**config.mk**
```make
export PLATFORM = sky130hd
export DESIGN_NAME = guard_slot_allocator_flat
export DESIGN_NICKNAME = d
export VERILOG_FILES = /design/src/sv/gsa_pkg.sv /design/src/sv/gsa_in_if.sv /design/src/sv/guard_slot_allocator.sv /design/src/sv/gsa_ctrl.sv /design/src/sv/gsa_dp.sv /design/src/flat_wrapper.sv
export SDC_FILE = /design/constraint.sdc
export NUM_CORES = 2
export LEC_CHECK = 0
export BUFFER_PORTS_ARGS = -buffer_cell sky130_fd_sc_hd__buf_2
export CAP_MARGIN = 40
export CORE_UTILIZATION = 40
export DETAILED_ROUTE_END_ITERATION = 10
export PLACE_DENSITY = 0.63
export RECOVER_POWER = 100
export SYNTH_ARGS = -nofsm -noshare
export SYNTH_HDL_FRONTEND = slang
export SYNTH_SLANG_ARGS = --single-unit
```
**constraint.sdc**
```tcl
create_clock -name clk -period 44.8 [get_ports clk]
set_input_delay 2.24 -clock clk [delete_from_list [all_inputs] [get_ports clk]]
set_output_delay 2.24 -clock clk [all_outputs]
set_load 0.02 [all_outputs]
```
**src/sv/gsa_pkg.sv**
```systemverilog
// shared constants, codes and types of the guard slot allocator
package gsa_pkg;

  localparam int SLOT_COUNT = 16;
  localparam int PAGE_BYTES = 4096;
  localparam int SLOT_W     = (SLOT_COUNT > 1) ? $clog2(SLOT_COUNT) : 1;
  localparam int PAGE_W     = $clog2(PAGE_BYTES);
  // page numbers inside the managed window
  localparam int PNUM_W     = $clog2(SLOT_COUNT * 4);
  // divide-by-three reciprocal for page numbers
  localparam int DIV3_SH    = PNUM_W + 2;
  localparam int DIV3_MUL   = ((1 << DIV3_SH) + 2) / 3;
  localparam int DIV3_PW    = PNUM_W + DIV3_SH + 1;

  localparam logic [63:0] GUARD_BASE   = 64'hFFFF_B000_0000_0000;
  localparam logic [63:0] WINDOW_BYTES = 64'(SLOT_COUNT) * 64'd4 * 64'(PAGE_BYTES);
  localparam logic [63:0] STRIDE       = 64'd3 * 64'(PAGE_BYTES);

  localparam int DIV_STEPS = 32;
  localparam int DIV_CW    = $clog2(DIV_STEPS);

  localparam int CFG_IDX_W  = 8;
  localparam int CFG_DATA_W = 16;
  localparam logic [CFG_IDX_W-1:0] REG_ENABLE      = 8'd0;
  localparam logic [CFG_IDX_W-1:0] REG_SAMPLE_RATE = 8'd1;
  localparam logic [15:0]          RATE_RESET      = 16'd1024;

  typedef enum logic [2:0] {
    CMD_TICK  = 3'd0,
    CMD_ALLOC = 3'd1,
    CMD_FREE  = 3'd2,
    CMD_FAULT = 3'd3,
    CMD_QUERY = 3'd4
  } cmd_t;

  typedef enum logic [2:0] {
    RES_OK      = 3'd0,
    RES_DECLINE = 3'd1,
    RES_NO_SLOT = 3'd2,
    RES_NO_FRM  = 3'd3,
    RES_FATAL   = 3'd4
  } res_t;

  typedef enum logic [2:0] {
    FK_NONE     = 3'd0,
    FK_UAF      = 3'd1,
    FK_OVERFLOW = 3'd2,
    FK_UNDERFLW = 3'd3,
    FK_GUARD    = 3'd4,
    FK_UNALLOC  = 3'd5,
    FK_BAD_FREE = 3'd6
  } fkind_t;

  typedef enum logic [1:0] {
    SL_FREE   = 2'd0,
    SL_ACTIVE = 2'd1,
    SL_FREED  = 2'd2
  } slot_st_t;

  typedef enum logic [2:0] {
    ST_IDLE,
    ST_EXEC,
    ST_SCAN,
    ST_DIV,
    ST_FIN
  } fsm_t;

  // controller to datapath
  typedef struct packed {
    logic load;
    logic scan_start;
    logic scan_en;
    logic div_start;
    logic div_step;
    logic fault_latch;
    logic finish;
  } ctl_t;

  // datapath to controller
  typedef struct packed {
    logic [2:0] cmd;
    logic       enable;
    logic       size_ok;
    logic       managed;
    logic       scan_match;
    logic       scan_last;
    logic       div_last;
    logic       out_busy;
  } sts_t;

  // user pointer of an object in a slot
  function automatic logic [63:0] obj_addr(input logic [SLOT_W-1:0] idx,
                                           input logic [PAGE_W-1:0] off);
    obj_addr = GUARD_BASE + 64'(idx) * STRIDE + 64'(PAGE_BYTES) + 64'(off);
  endfunction

endpackage

```
**src/sv/gsa_in_if.sv**
```systemverilog
// request, result and register write channels
interface gsa_in_if;
  logic        valid;
  logic        ready;
  logic [2:0]  command;
  logic [63:0] address;
  logic [31:0] alloc_size;
  logic [63:0] caller_id;
  logic        frame_available;
  modport source (output valid, command, address, alloc_size, caller_id,
                  frame_available, input ready);
  modport sink (input valid, command, address, alloc_size, caller_id,
                frame_available, output ready);
endinterface

interface gsa_out_if;
  logic        valid;
  logic        ready;
  logic [2:0]  status;
  logic [2:0]  fault_kind;
  logic [63:0] object_address;
  logic [15:0] object_size;
  logic [7:0]  slot_index;
  logic [63:0] owner_caller;
  logic [63:0] freeing_caller;
  logic [63:0] sampled_count;
  logic [63:0] overflow_count;
  logic [63:0] uaf_count;
  modport source (output valid, status, fault_kind, object_address, object_size,
                  slot_index, owner_caller, freeing_caller, sampled_count,
                  overflow_count, uaf_count, input ready);
  modport sink (input valid, status, fault_kind, object_address, object_size,
                slot_index, owner_caller, freeing_caller, sampled_count,
                overflow_count, uaf_count, output ready);
endinterface

interface gsa_cfg_if;
  logic                              valid;
  logic                              ready;
  logic [gsa_pkg::CFG_IDX_W-1:0]     index;
  logic [gsa_pkg::CFG_DATA_W-1:0]    data;
  modport source (output valid, index, data, input ready);
  modport sink (input valid, index, data, output ready);
endinterface

```
**src/sv/guard_slot_allocator.sv**
```systemverilog
// Guarded sampling slot table: one request beat gives one result beat. A request is
// taken in IDLE, decoded in EXEC and finished in FIN; allocate, free and size query
// add a scan of the slot table at one slot a cycle (stopping at the first match or
// the last slot), and an enabled sample tick adds a pass of the bit-serial remainder
// unit that tests the tick counter against the sample rate. The result sits in an
// output register; a new request is taken once the previous one has been placed
// there. Register writes are taken in any cycle and belong between requests. The
// table needs no clearing pass after reset.
module guard_slot_allocator (
  input  logic       clk,
  input  logic       rst_n,
  gsa_in_if.sink     in_if,
  gsa_out_if.source  out_if,
  gsa_cfg_if.sink    cfg_if
);

  gsa_pkg::ctl_t ctl;
  gsa_pkg::sts_t sts;

  // sequencer
  gsa_ctrl u_ctrl (
    .clk      (clk),
    .rst_n    (rst_n),
    .in_valid (in_if.valid),
    .in_ready (in_if.ready),
    .sts      (sts),
    .ctl      (ctl)
  );

  // table and arithmetic
  gsa_dp u_dp (
    .clk    (clk),
    .rst_n  (rst_n),
    .in_if  (in_if),
    .out_if (out_if),
    .cfg_if (cfg_if),
    .ctl    (ctl),
    .sts    (sts)
  );

endmodule

```
**src/sv/gsa_ctrl.sv**
```systemverilog
// sequencing state machine of the guard slot allocator
module gsa_ctrl (
  input  logic           clk,
  input  logic           rst_n,
  input  logic           in_valid,
  output logic           in_ready,
  input  gsa_pkg::sts_t  sts,
  output gsa_pkg::ctl_t  ctl
);

  gsa_pkg::fsm_t state_r, state_nxt;

  // state register
  always_ff @(posedge clk) begin
    if (!rst_n) begin
      state_r <= gsa_pkg::ST_IDLE;
    end else begin
      state_r <= state_nxt;
    end
  end

  // next state
  always_comb begin
    state_nxt = state_r;
    case (state_r)
      gsa_pkg::ST_IDLE: begin
        if (in_valid) state_nxt = gsa_pkg::ST_EXEC;
      end
      gsa_pkg::ST_EXEC: begin
        state_nxt = gsa_pkg::ST_FIN;
        case (sts.cmd)
          gsa_pkg::CMD_TICK:  if (sts.enable) state_nxt = gsa_pkg::ST_DIV;
          gsa_pkg::CMD_ALLOC: if (sts.enable && sts.size_ok) state_nxt = gsa_pkg::ST_SCAN;
          gsa_pkg::CMD_FREE,
          gsa_pkg::CMD_QUERY: if (sts.managed) state_nxt = gsa_pkg::ST_SCAN;
          default:            state_nxt = gsa_pkg::ST_FIN;
        endcase
      end
      gsa_pkg::ST_SCAN: begin
        if (sts.scan_match || sts.scan_last) state_nxt = gsa_pkg::ST_FIN;
      end
      gsa_pkg::ST_DIV: begin
        if (sts.div_last) state_nxt = gsa_pkg::ST_FIN;
      end
      gsa_pkg::ST_FIN: begin
        if (!sts.out_busy) state_nxt = gsa_pkg::ST_IDLE;
      end
      default: state_nxt = gsa_pkg::ST_IDLE;
    endcase
  end

  // datapath commands
  always_comb begin
    ctl = '0;
    in_ready = 1'b0;
    case (state_r)
      gsa_pkg::ST_IDLE: begin
        in_ready = 1'b1;
        ctl.load = in_valid;
      end
      gsa_pkg::ST_EXEC: begin
        ctl.scan_start  = 1'b1;
        ctl.div_start   = 1'b1;
        ctl.fault_latch = 1'b1;
      end
      gsa_pkg::ST_SCAN: ctl.scan_en  = 1'b1;
      gsa_pkg::ST_DIV:  ctl.div_step = 1'b1;
      gsa_pkg::ST_FIN:  ctl.finish   = !sts.out_busy;
      default: ctl = '0;
    endcase
  end

endmodule

```
**src/sv/gsa_dp.sv**
```systemverilog
// slot table, counters, remainder unit and result register
module gsa_dp (
  input  logic           clk,
  input  logic           rst_n,
  gsa_in_if.sink         in_if,
  gsa_out_if.source      out_if,
  gsa_cfg_if.sink        cfg_if,
  input  gsa_pkg::ctl_t  ctl,
  output gsa_pkg::sts_t  sts
);

  localparam int SW = gsa_pkg::SLOT_W;
  localparam int PW = gsa_pkg::PAGE_W;
  localparam int NW = gsa_pkg::PNUM_W;

  // latched request
  logic [2:0]  cmd_r;
  logic [63:0] addr_r;
  logic [31:0] size_r;
  logic [63:0] caller_r;
  logic        frame_r;

  // registers and counters
  logic        enable_r;
  logic [15:0] rate_r;
  logic [31:0] tick_cnt_r;
  logic [63:0] alloc_tot_r, ovf_tot_r, uaf_tot_r;

  // slot table
  gsa_pkg::slot_st_t slot_st_r [gsa_pkg::SLOT_COUNT];
  logic [PW-1:0]     off_mem   [gsa_pkg::SLOT_COUNT];
  logic [PW-1:0]     size_mem  [gsa_pkg::SLOT_COUNT];
  logic [63:0]       acall_mem [gsa_pkg::SLOT_COUNT];
  logic [63:0]       fcall_mem [gsa_pkg::SLOT_COUNT];

  logic [SW-1:0] scan_r, hit_idx_r;
  logic          hit_r;
  logic          fidx_ok_r;
  logic [1:0]    fpage_r;

  // remainder unit
  logic [31:0]                 dvd_r;
  logic [15:0]                 rem_r;
  logic [gsa_pkg::DIV_CW-1:0]  div_cnt_r;

  // result register
  logic        out_valid_r;
  logic [2:0]  o_status_r, o_kind_r;
  logic [63:0] o_addr_r, o_acall_r, o_fcall_r;
  logic [15:0] o_size_r;
  logic [7:0]  o_idx_r;

  // address decode
  logic [63:0]              off64;
  logic                     managed;
  logic [NW-1:0]            pnum;
  logic [gsa_pkg::DIV3_PW-1:0] prod;
  logic [NW-1:0]            fidx;
  logic [1:0]               fpage;
  logic                     size_ok;

  assign off64   = addr_r - gsa_pkg::GUARD_BASE;
  assign managed = (addr_r >= gsa_pkg::GUARD_BASE) && (off64 < gsa_pkg::WINDOW_BYTES);
  assign pnum    = off64[PW +: NW];
  assign prod    = gsa_pkg::DIV3_PW'(pnum) * gsa_pkg::DIV3_PW'(gsa_pkg::DIV3_MUL);
  assign fidx    = prod[gsa_pkg::DIV3_SH +: NW];
  assign fpage   = 2'(pnum - NW'(fidx * NW'(3)));
  assign size_ok = (size_r != 32'd0) && (size_r < 32'(gsa_pkg::PAGE_BYTES));

  // table read port, one address
  logic [SW-1:0] rd_idx;
  logic [PW-1:0] rd_off, rd_size;
  logic [63:0]   rd_acall, rd_fcall;
  logic [63:0]   rd_addr;
  assign rd_idx   = ctl.scan_en ? scan_r : hit_idx_r;
  assign rd_off   = off_mem[rd_idx];
  assign rd_size  = size_mem[rd_idx];
  assign rd_acall = acall_mem[rd_idx];
  assign rd_fcall = fcall_mem[rd_idx];
  assign rd_addr  = gsa_pkg::obj_addr(rd_idx, rd_off);

  // scan compare
  logic scan_match;
  always_comb begin
    if (cmd_r == gsa_pkg::CMD_ALLOC) begin
      scan_match = (slot_st_r[scan_r] == gsa_pkg::SL_FREE);
    end else begin
      scan_match = (slot_st_r[scan_r] == gsa_pkg::SL_ACTIVE) && (rd_addr == addr_r);
    end
  end

  // remainder step
  logic [15:0] rate_eff;
  logic [16:0] trial;
  assign rate_eff = (rate_r == 16'd0) ? 16'd1 : rate_r;
  assign trial    = {rem_r, dvd_r[31]};

  // new object placement
  logic [PW-1:0] new_off;
  assign new_off = PW'((32'(gsa_pkg::PAGE_BYTES) - size_r) & ~32'h7);

  // result of the step
  logic [2:0]  r_status, r_kind;
  logic [63:0] r_addr, r_acall, r_fcall;
  logic [15:0] r_size;
  logic [7:0]  r_idx;
  logic [31:0] tick_nxt;
  logic [63:0] alloc_nxt, ovf_nxt, uaf_nxt;
  logic        wr_alloc, wr_free;
  logic        put_slot;

  always_comb begin
    r_status  = gsa_pkg::RES_DECLINE;
    r_kind    = gsa_pkg::FK_NONE;
    r_idx     = 8'd0;
    put_slot  = 1'b0;
    tick_nxt  = tick_cnt_r;
    alloc_nxt = alloc_tot_r;
    ovf_nxt   = ovf_tot_r;
    uaf_nxt   = uaf_tot_r;
    wr_alloc  = 1'b0;
    wr_free   = 1'b0;
    case (cmd_r)
      gsa_pkg::CMD_TICK: begin
        if (enable_r) begin
          tick_nxt = tick_cnt_r + 32'd1;
          r_status = (rem_r == 16'd0) ? gsa_pkg::RES_OK : gsa_pkg::RES_DECLINE;
        end
      end
      gsa_pkg::CMD_ALLOC: begin
        if (enable_r && size_ok) begin
          if (!hit_r) begin
            r_status = gsa_pkg::RES_NO_SLOT;
          end else if (!frame_r) begin
            r_status = gsa_pkg::RES_NO_FRM;
          end else begin
            r_status  = gsa_pkg::RES_OK;
            wr_alloc  = 1'b1;
            alloc_nxt = alloc_tot_r + 64'd1;
          end
        end
      end
      gsa_pkg::CMD_FREE: begin
        if (managed) begin
          if (!hit_r) begin
            uaf_nxt  = uaf_tot_r + 64'd1;
            r_status = gsa_pkg::RES_FATAL;
            r_kind   = gsa_pkg::FK_BAD_FREE;
          end else begin
            r_status = gsa_pkg::RES_OK;
            wr_free  = 1'b1;
            put_slot = 1'b1;
          end
        end
      end
      gsa_pkg::CMD_FAULT: begin
        if (enable_r && managed && fidx_ok_r) begin
          r_status = gsa_pkg::RES_FATAL;
          case (slot_st_r[hit_idx_r])
            gsa_pkg::SL_FREED: begin
              uaf_nxt  = uaf_tot_r + 64'd1;
              r_kind   = gsa_pkg::FK_UAF;
              put_slot = 1'b1;
            end
            gsa_pkg::SL_ACTIVE: begin
              ovf_nxt  = ovf_tot_r + 64'd1;
              put_slot = 1'b1;
              if (fpage_r == 2'd2) begin
                r_kind = gsa_pkg::FK_OVERFLOW;
              end else if (fpage_r == 2'd0) begin
                r_kind = gsa_pkg::FK_UNDERFLW;
              end else begin
                r_kind = gsa_pkg::FK_GUARD;
              end
            end
            default: begin
              r_kind = gsa_pkg::FK_UNALLOC;
              r_idx  = 8'(hit_idx_r);
            end
          endcase
        end
      end
      gsa_pkg::CMD_QUERY: begin
        if (managed && hit_r) begin
          r_status = gsa_pkg::RES_OK;
          put_slot = 1'b1;
        end
      end
      default: r_status = gsa_pkg::RES_DECLINE;
    endcase

    // slot fields
    if (wr_alloc) begin
      r_addr  = gsa_pkg::obj_addr(hit_idx_r, new_off);
      r_size  = 16'(size_r[PW-1:0]);
      r_idx   = 8'(hit_idx_r);
      r_acall = caller_r;
      r_fcall = 64'd0;
    end else if (put_slot) begin
      r_addr  = rd_addr;
      r_size  = 16'(rd_size);
      r_idx   = 8'(hit_idx_r);
      r_acall = rd_acall;
      r_fcall = wr_free ? caller_r : rd_fcall;
    end else begin
      r_addr  = 64'd0;
      r_size  = 16'd0;
      r_acall = 64'd0;
      r_fcall = 64'd0;
    end
  end

  // request latch and configuration
  assign cfg_if.ready = 1'b1;
  always_ff @(posedge clk) begin
    if (ctl.load) begin
      cmd_r    <= in_if.command;
      addr_r   <= in_if.address;
      size_r   <= in_if.alloc_size;
      caller_r <= in_if.caller_id;
      frame_r  <= in_if.frame_available;
    end
    if (!rst_n) begin
      enable_r <= 1'b0;
      rate_r   <= gsa_pkg::RATE_RESET;
    end else if (cfg_if.valid) begin
      if (cfg_if.index == gsa_pkg::REG_ENABLE)      enable_r <= cfg_if.data[0];
      if (cfg_if.index == gsa_pkg::REG_SAMPLE_RATE) rate_r   <= cfg_if.data;
    end
  end

  // scan and fault slot selection
  always_ff @(posedge clk) begin
    if (ctl.scan_start) begin
      scan_r <= '0;
      hit_r  <= 1'b0;
    end else if (ctl.scan_en) begin
      if (scan_match) begin
        hit_r     <= 1'b1;
        hit_idx_r <= scan_r;
      end else if (scan_r != SW'(gsa_pkg::SLOT_COUNT - 1)) begin
        scan_r <= scan_r + SW'(1);
      end
    end
    if (ctl.fault_latch) begin
      fidx_ok_r <= (fidx < NW'(gsa_pkg::SLOT_COUNT));
      fpage_r   <= fpage;
      hit_idx_r <= SW'(fidx);
    end
  end

  // remainder unit, one bit a cycle
  always_ff @(posedge clk) begin
    if (ctl.div_start) begin
      dvd_r     <= tick_cnt_r;
      rem_r     <= 16'd0;
      div_cnt_r <= '0;
    end else if (ctl.div_step) begin
      dvd_r     <= {dvd_r[30:0], 1'b0};
      rem_r     <= (trial >= {1'b0, rate_eff}) ? 16'(trial - {1'b0, rate_eff})
                                               : trial[15:0];
      div_cnt_r <= div_cnt_r + gsa_pkg::DIV_CW'(1);
    end
  end

  // slot state and counters
  always_ff @(posedge clk) begin
    if (!rst_n) begin
      for (int i = 0; i < gsa_pkg::SLOT_COUNT; i++) slot_st_r[i] <= gsa_pkg::SL_FREE;
      tick_cnt_r  <= 32'd0;
      alloc_tot_r <= 64'd0;
      ovf_tot_r   <= 64'd0;
      uaf_tot_r   <= 64'd0;
    end else if (ctl.finish) begin
      if (wr_alloc) slot_st_r[hit_idx_r] <= gsa_pkg::SL_ACTIVE;
      if (wr_free)  slot_st_r[hit_idx_r] <= gsa_pkg::SL_FREED;
      tick_cnt_r  <= tick_nxt;
      alloc_tot_r <= alloc_nxt;
      ovf_tot_r   <= ovf_nxt;
      uaf_tot_r   <= uaf_nxt;
    end
  end

  // slot payload store
  always_ff @(posedge clk) begin
    if (ctl.finish && wr_alloc) begin
      off_mem[hit_idx_r]   <= new_off;
      size_mem[hit_idx_r]  <= size_r[PW-1:0];
      acall_mem[hit_idx_r] <= caller_r;
      fcall_mem[hit_idx_r] <= 64'd0;
    end
    if (ctl.finish && wr_free) begin
      fcall_mem[hit_idx_r] <= caller_r;
    end
  end

  // result beat register
  always_ff @(posedge clk) begin
    if (!rst_n) begin
      out_valid_r <= 1'b0;
    end else if (ctl.finish) begin
      out_valid_r <= 1'b1;
    end else if (out_if.ready) begin
      out_valid_r <= 1'b0;
    end
    if (ctl.finish) begin
      o_status_r <= r_status;
      o_kind_r   <= r_kind;
      o_addr_r   <= r_addr;
      o_size_r   <= r_size;
      o_idx_r    <= r_idx;
      o_acall_r  <= r_acall;
      o_fcall_r  <= r_fcall;
    end
  end

  assign out_if.valid          = out_valid_r;
  assign out_if.status         = o_status_r;
  assign out_if.fault_kind     = o_kind_r;
  assign out_if.object_address = o_addr_r;
  assign out_if.object_size    = o_size_r;
  assign out_if.slot_index     = o_idx_r;
  assign out_if.owner_caller   = o_acall_r;
  assign out_if.freeing_caller = o_fcall_r;
  assign out_if.sampled_count  = alloc_tot_r;
  assign out_if.overflow_count = ovf_tot_r;
  assign out_if.uaf_count      = uaf_tot_r;

  // status to controller
  assign sts.cmd        = cmd_r;
  assign sts.enable     = enable_r;
  assign sts.size_ok    = size_ok;
  assign sts.managed    = managed;
  assign sts.scan_match = scan_match;
  assign sts.scan_last  = (scan_r == SW'(gsa_pkg::SLOT_COUNT - 1));
  assign sts.div_last   = (div_cnt_r == gsa_pkg::DIV_CW'(gsa_pkg::DIV_STEPS - 1));
  assign sts.out_busy   = out_valid_r && !out_if.ready;

endmodule

```
**src/flat_wrapper.sv**
```systemverilog
// flat-port wrapper written by rule: the top's interface ports become plain ports
module guard_slot_allocator_flat 
  (clk, rst_n, in_if_valid, in_if_command, in_if_address, in_if_alloc_size, in_if_caller_id, in_if_frame_available, in_if_ready, out_if_valid, out_if_status, out_if_fault_kind, out_if_object_address, out_if_object_size, out_if_slot_index, out_if_owner_caller, out_if_freeing_caller, out_if_sampled_count, out_if_overflow_count, out_if_uaf_count, out_if_ready, cfg_if_valid, cfg_if_index, cfg_if_data, cfg_if_ready);
  gsa_in_if in_if_i ();
  gsa_out_if out_if_i ();
  gsa_cfg_if cfg_if_i ();
  input  logic clk;
  input  logic rst_n;
  input wire logic [$bits(in_if_i.valid)-1:0] in_if_valid;
  input wire logic [$bits(in_if_i.command)-1:0] in_if_command;
  input wire logic [$bits(in_if_i.address)-1:0] in_if_address;
  input wire logic [$bits(in_if_i.alloc_size)-1:0] in_if_alloc_size;
  input wire logic [$bits(in_if_i.caller_id)-1:0] in_if_caller_id;
  input wire logic [$bits(in_if_i.frame_available)-1:0] in_if_frame_available;
  output wire logic [$bits(in_if_i.ready)-1:0] in_if_ready;
  output wire logic [$bits(out_if_i.valid)-1:0] out_if_valid;
  output wire logic [$bits(out_if_i.status)-1:0] out_if_status;
  output wire logic [$bits(out_if_i.fault_kind)-1:0] out_if_fault_kind;
  output wire logic [$bits(out_if_i.object_address)-1:0] out_if_object_address;
  output wire logic [$bits(out_if_i.object_size)-1:0] out_if_object_size;
  output wire logic [$bits(out_if_i.slot_index)-1:0] out_if_slot_index;
  output wire logic [$bits(out_if_i.owner_caller)-1:0] out_if_owner_caller;
  output wire logic [$bits(out_if_i.freeing_caller)-1:0] out_if_freeing_caller;
  output wire logic [$bits(out_if_i.sampled_count)-1:0] out_if_sampled_count;
  output wire logic [$bits(out_if_i.overflow_count)-1:0] out_if_overflow_count;
  output wire logic [$bits(out_if_i.uaf_count)-1:0] out_if_uaf_count;
  input wire logic [$bits(out_if_i.ready)-1:0] out_if_ready;
  input wire logic [$bits(cfg_if_i.valid)-1:0] cfg_if_valid;
  input wire logic [$bits(cfg_if_i.index)-1:0] cfg_if_index;
  input wire logic [$bits(cfg_if_i.data)-1:0] cfg_if_data;
  output wire logic [$bits(cfg_if_i.ready)-1:0] cfg_if_ready;
  assign in_if_i.valid = in_if_valid;
  assign in_if_i.command = in_if_command;
  assign in_if_i.address = in_if_address;
  assign in_if_i.alloc_size = in_if_alloc_size;
  assign in_if_i.caller_id = in_if_caller_id;
  assign in_if_i.frame_available = in_if_frame_available;
  assign in_if_ready = in_if_i.ready;
  assign out_if_valid = out_if_i.valid;
  assign out_if_status = out_if_i.status;
  assign out_if_fault_kind = out_if_i.fault_kind;
  assign out_if_object_address = out_if_i.object_address;
  assign out_if_object_size = out_if_i.object_size;
  assign out_if_slot_index = out_if_i.slot_index;
  assign out_if_owner_caller = out_if_i.owner_caller;
  assign out_if_freeing_caller = out_if_i.freeing_caller;
  assign out_if_sampled_count = out_if_i.sampled_count;
  assign out_if_overflow_count = out_if_i.overflow_count;
  assign out_if_uaf_count = out_if_i.uaf_count;
  assign out_if_i.ready = out_if_ready;
  assign cfg_if_i.valid = cfg_if_valid;
  assign cfg_if_i.index = cfg_if_index;
  assign cfg_if_i.data = cfg_if_data;
  assign cfg_if_ready = cfg_if_i.ready;
  guard_slot_allocator u_core (.clk(clk), .rst_n(rst_n), .in_if(in_if_i), .out_if(out_if_i), .cfg_if(cfg_if_i));
endmodule
```
-- Yosys cells after proc, flatten, opt, wreduce, memory -nomap -nowiden
Memories as Yosys holds them, arrays and structs flattened. A register that Yosys moved wholly into a read port is not among the register bits.
Index checks and enable logic that the tools add are counted.
- register bits after elaboration: 632
- bits in writable memories: 2416
- input port bits: 193
- output and inout port bits: 417
- word-level logic and storage cells: 222
- memories: 5
- add/sub/neg operators: 16
- multipliers: 4
- magnitude comparators: 5
- eq/ne operators: 25
- mux-type cells: 91
- bitwise gates (word level): 6
- reduce and logical (&&, ||, !) cells: 41
- memory list (memory ; words ; width ; read ports ; clocked after memory_dff ; wr ports ; RTL line ; RTL):
    u_core.u_dp.acall_mem ; 16 ; 64 ; 1 ; 0 ; 1 ; gsa_dp.sv:33 ; logic [63:0] acall_mem [gsa_pkg::SLOT_COUNT];
    u_core.u_dp.fcall_mem ; 16 ; 64 ; 1 ; 1 ; 1 ; gsa_dp.sv:34 ; logic [63:0] fcall_mem [gsa_pkg::SLOT_COUNT];
    u_core.u_dp.size_mem ; 16 ; 12 ; 1 ; 0 ; 1 ; gsa_dp.sv:32 ; logic [PW-1:0] size_mem [gsa_pkg::SLOT_COUNT];
    u_core.u_dp.off_mem ; 16 ; 9 ; 1 ; 0 ; 1 ; gsa_dp.sv:31 ; logic [PW-1:0] off_mem [gsa_pkg::SLOT_COUNT];
    u_core.u_dp.slot_st_r ; 16 ; 2 ; 2 ; 2 ; 16 ; gsa_dp.sv:30 ; gsa_pkg::slot_st_t slot_st_r [gsa_pkg::SLOT_COUNT];
- operator list (operator ; number):
    $mux W64 ; 9
    $add A64 B1 Y64 const B ; 3
    $pmux W64 S2 ; 1
    $add A50 B13 Y51 ; 2
    $add A49 B14 Y50 const B ; 2
    $add A48 B19 Y49 const A ; 2
    $eq A64 B64 Y1 ; 1
    $ge A64 B64 Y1 const B ; 1
    $lt A64 B19 Y1 const B ; 1
    $mux W32 ; 2
    $sub A64 B64 Y64 const B ; 1
    $mux W4 ; 13
    $mux W3 ; 15
    $mux W1 ; 36
    $add A32 B1 Y32 const B ; 1
    $logic_not A16 Y1 ; 2
    $lt A32 B13 Y1 const B ; 1
    $mux W16 ; 2
    $reduce_bool A32 Y1 ; 1
    $pmux W3 S5 ; 2
    $mux W12 ; 2
    $ge A17 B16 Y1 ; 1
    $sub A16 B16 Y16 ; 1
    $eq A3 B2 Y1 const B ; 4
    other kinds (38) ; 82

-- Longest topological paths before layout
- word-level depth: 14
- mapped depth: 23
- gate-level depth less buffers: 16

-- Worst setup path before layout
No wires, ideal clock.
- path type: input port to flip-flop
- start point: input port out_if_ready
- end point: memory u_core.u_dp.acall_mem[11][0], enable pin
- setup time: 529 ps
- arrival time: 15256 ps
- data required time: 44271 ps
- path slack: 29015 ps
- stages on the path: 4
- buffers on the path: 0
- cells stage by stage: nor2b_1 nor2_1 nand2_1 nor2_1
- RTL lines (what ; RTL line ; RTL):
    from (decl) ; flat_wrapper.sv:27 ; input wire logic [$bits(out_if_i.ready)-1:0] out_if_ready;
    to (decl) ; gsa_dp.sv:33 ;

==> impl_metrics.json <==
{
  "die-area_mm2": 0.315,
  "cts_sinks": 3065,
  "netlist.area_leader.share": 0.669,
  "grt_usage": 0.225,
  "ys.flop_type": "edfxtp_1",
  "fin_tns_setup_ps": 0,
  "fmax_mhz": 51.9,
  "drt_iter0_drc": 8872,
  "r2r-start": "u_core.u_ctrl.state_r[1]",
  "critPathKind": "in2reg",
  "yosysSeqAreaShare": 0.714,
  "cts-root-buf": "clkbuf_16",
  "tightestPinTransition_ps": 9030,
  "cts_resized": 0,
  "die_w_um": 561,
  "power_switching_mw": 1.52,
  "area_growth_pct": 13.9,
  "max_cap_violations": 91,
  "cp-end-kind": "flop",
  "port_buffers": 571,
  "h-tree-depth": 5,
  "status": "complete, but fails checks",
  "dpl.cell_count": 14200,
  "finalCritPeriodShare": 0.430,
  "syn_avg_cell_area_um2": 12.6,
  "finalHoldViolCount": 0,
  "nFillCells": 27600,
  "globalRoute.totalOverflow": 0,
  "grt_max_degree": 177,
  "violations": "capacitance limit, slew limit",
  "yosysTopAreaCell": "edfxtp_1",
  "p_per_area_mw_per_mm2": 44.6,
  "ys_types": 91,
  "clk_path_buf_depth": 4,
  "vias": 83300,
  "finalMaxSlewViolations": 3326,
  "final_cells": 14900,
  "peakVddDrop_mv": 0.0344,
  "worst_ep_arrival_time_ps": 19720,
  "ctsHoldBuffers": 0,
  "firstDrtPassIters": 6,
  "hp-start": "u_core.u_dp.div_cnt_r[4]",
  "hold_path.class": "reg2reg",
  "antenna_found_initial": 26,
  "drcViolationCount": 0,
  "core_area_mm2": 0.310,
  "nets": 10700,
  "netlist_instances": 9952,
  "clock_latency_ps": 950,
  "grt_pass1_vias": 80300,
  "crit_start": "out_if_ready",
  "finClkSkew_ps": 77.9,
  "ys_ff_latch": 3065,
  "cts_tree": "done",
  "die_y_um": 561,
  "synth-warning-count": 0,
  "cts_setup_buffers": 0,
  "min_period_ps": 19260,
  "setup_viol": 0,
  "layout-drive-gt1-share": 0.0728,
  "post_drt_wl_per_cell_um": 24.7,
  "pin_count": 610,
  "grt_pass1_wl_um": 534000,
  "cp_data_required_time_ps": 45260,
  "power_switching_share": 0.239,
  "syn-cell-area_mm2": 0.125,
  "clkTransAtPathRegs_ps": 60,
  "grt_setup_unrepaired": "false",
  "maxSlewHeadroom": -5.02,
  "pwr-share-comb": 0.075,
  "p_int_mw": 4.83,
  "viasPerCell": 5.61,
  "wl_um": 366000,
  "ant_nets": 0,
  "final_cell_mix": "edfxtp_1, nand2_1, nand3_1",
  "place_congestion": 0.877,
  "initial_core_util": 0.403,
  "rows": 204,
  "p_seq_frac": 0.498,
  "clockPowerShare": 0.427,
  "netlist_top_cells_area": "edfxtp_1, nand2_1, nand3_1, dfxtp_1, a311oi_1",
  "cts_buffers": 330,
  "leakage_nw": 49.1,
  "final_common_cell": "edfxtp_1",
  "place_hpwl_um": 218000,
  "worstPathMaxFanout": 105,
  "synth_async_sr_flop_share": 0,
  "critPathLaunchType": "primary input",
  "synth_edf_count": 2786
}
[critical path: stages]
cell and delay [ps]:
buf_2 80, nor2b_1 120, nor2_1 1010, clkbuf_1 6310, nand2_1 3190, nor2_1 1630
clkbuf_1 1710, clkbuf_1 1530, clkbuf_1 1730
[layout make-up]
class,instances,area [µm²],area share
tap,4120,5150,0.0362
sequential,3065,89200,0.627
multi-input combinational,6091,32600,0.229
inverter,164,632,0.00444
clock inverter,191,2060,0.0145
clock buffer,409,8700,0.0611
timing repair buffer,805,4020,0.0282
antenna,6,15.0,0.000105
[power groups by stage]
stage                     combinational, mW  sequential (mW)  clock, mW
after floorplan                       0.315             3.22          0
after global placement                0.450             3.23          0
after detailed placement              0.480             3.22          0
after CTS                             0.482             3.16       2.75
after global routing                  0.519             3.17       2.86
final                                 0.474             3.16       2.71
[routing by layer]
metal,part of all wire,vias up,GRT usage,wire (µm)
met4,0.048,10,0.0969,17700
li1,-,37200,-,-
met2,0.46,3960,0.365,170000
met1,0.40,41500,0.300,147000
met5,0.00018,-,0,67
met3,0.088,685,0.0379,32200
[sequential cells by signal, summed over array words and instances (netlist names), 144 cells and up, named ones only]
name / count
u_core.u_dp.acall_mem: 1024
u_core.u_dp.fcall_mem: 1024
u_core.u_dp.off_mem: 144
u_core.u_dp.size_mem: 192
[final timing paths]
check	endpoint	slack, ps	cells past startpoint
worst max-delay path	u_core.u_dp.acall_mem[14][52]	25540	9
worst min-delay path	u_core.u_dp.div_cnt_r[4]	470	2
worst max register to register	u_core.u_dp.acall_mem[14][52]	25740	10
worst min register to register	u_core.u_dp.div_cnt_r[4]	470	2
[Yosys cell counts, drive strengths merged, types with 8 or more instances]
| library cell | number |
|---|---|
| mux2i | 106 |
| a211oi | 18 |
| and4 | 18 |
| o311ai | 11 |
| o21ai | 103 |
| a31oi | 151 |
| nor4 | 28 |
| a311oi | 286 |
| mux4 | 21 |
| and2 | 180 |
| nand2 | 2695 |
| ha | 69 |
| buf | 149 |
| edfxtp | 2786 |
| o21a | 8 |
| nor3 | 42 |
| and3 | 193 |
| or3 | 71 |
| nand4 | 56 |
| nand3 | 1238 |
| nor2 | 129 |
| dfxtp | 279 |
| nor2b | 46 |
| xnor2 | 168 |
| xor2 | 54 |
| clkbuf | 519 |
| inv | 164 |
| a22o | 84 |
| mux2 | 8 |
| nand2b | 12 |
| a21oi | 92 |
| a21o | 9 |
| o211ai | 8 |
| a21boi | 52 |
[per-stage QoR]
stage | util | total power, mW | hold slack, ps | worst slack [ps] | area, µm²
CTS | 0.466 | 6.40 | 472 | 38020 | 144000
floorplan | - | 3.53 | 432 | 29010 | 125000
finish | 0.460 | 6.35 | 473 | 25540 | 142000
global route | 0.460 | 6.55 | 494 | 24720 | 142000
detailed placement | 0.431 | 3.70 | 459 | 37770 | 134000
global placement | 0.426 | 3.68 | 445 | 37880 | 132000
[cell families (layout without fill, tap and decap cells)]
kind of cell | count (synthesis) | in the layout | share of synthesized area
AOI/OAI and AO/OA | 876 | 876 | 0.0518
xor gates and xnor gates | 225 | 225 | 0.0161
adders and majority gates | 75 | 75 | 0.00787
buffers and inverters | 832 | 1569 | 0.0276
DFF | 3065 | 3065 | 0.714
muxes | 135 | 135 | 0.0132
other | 2 | 44 | 0.0000601
and+or+nand+nor | 4742 | 4742 | 0.169
Power figures use the tool's default switching activity.
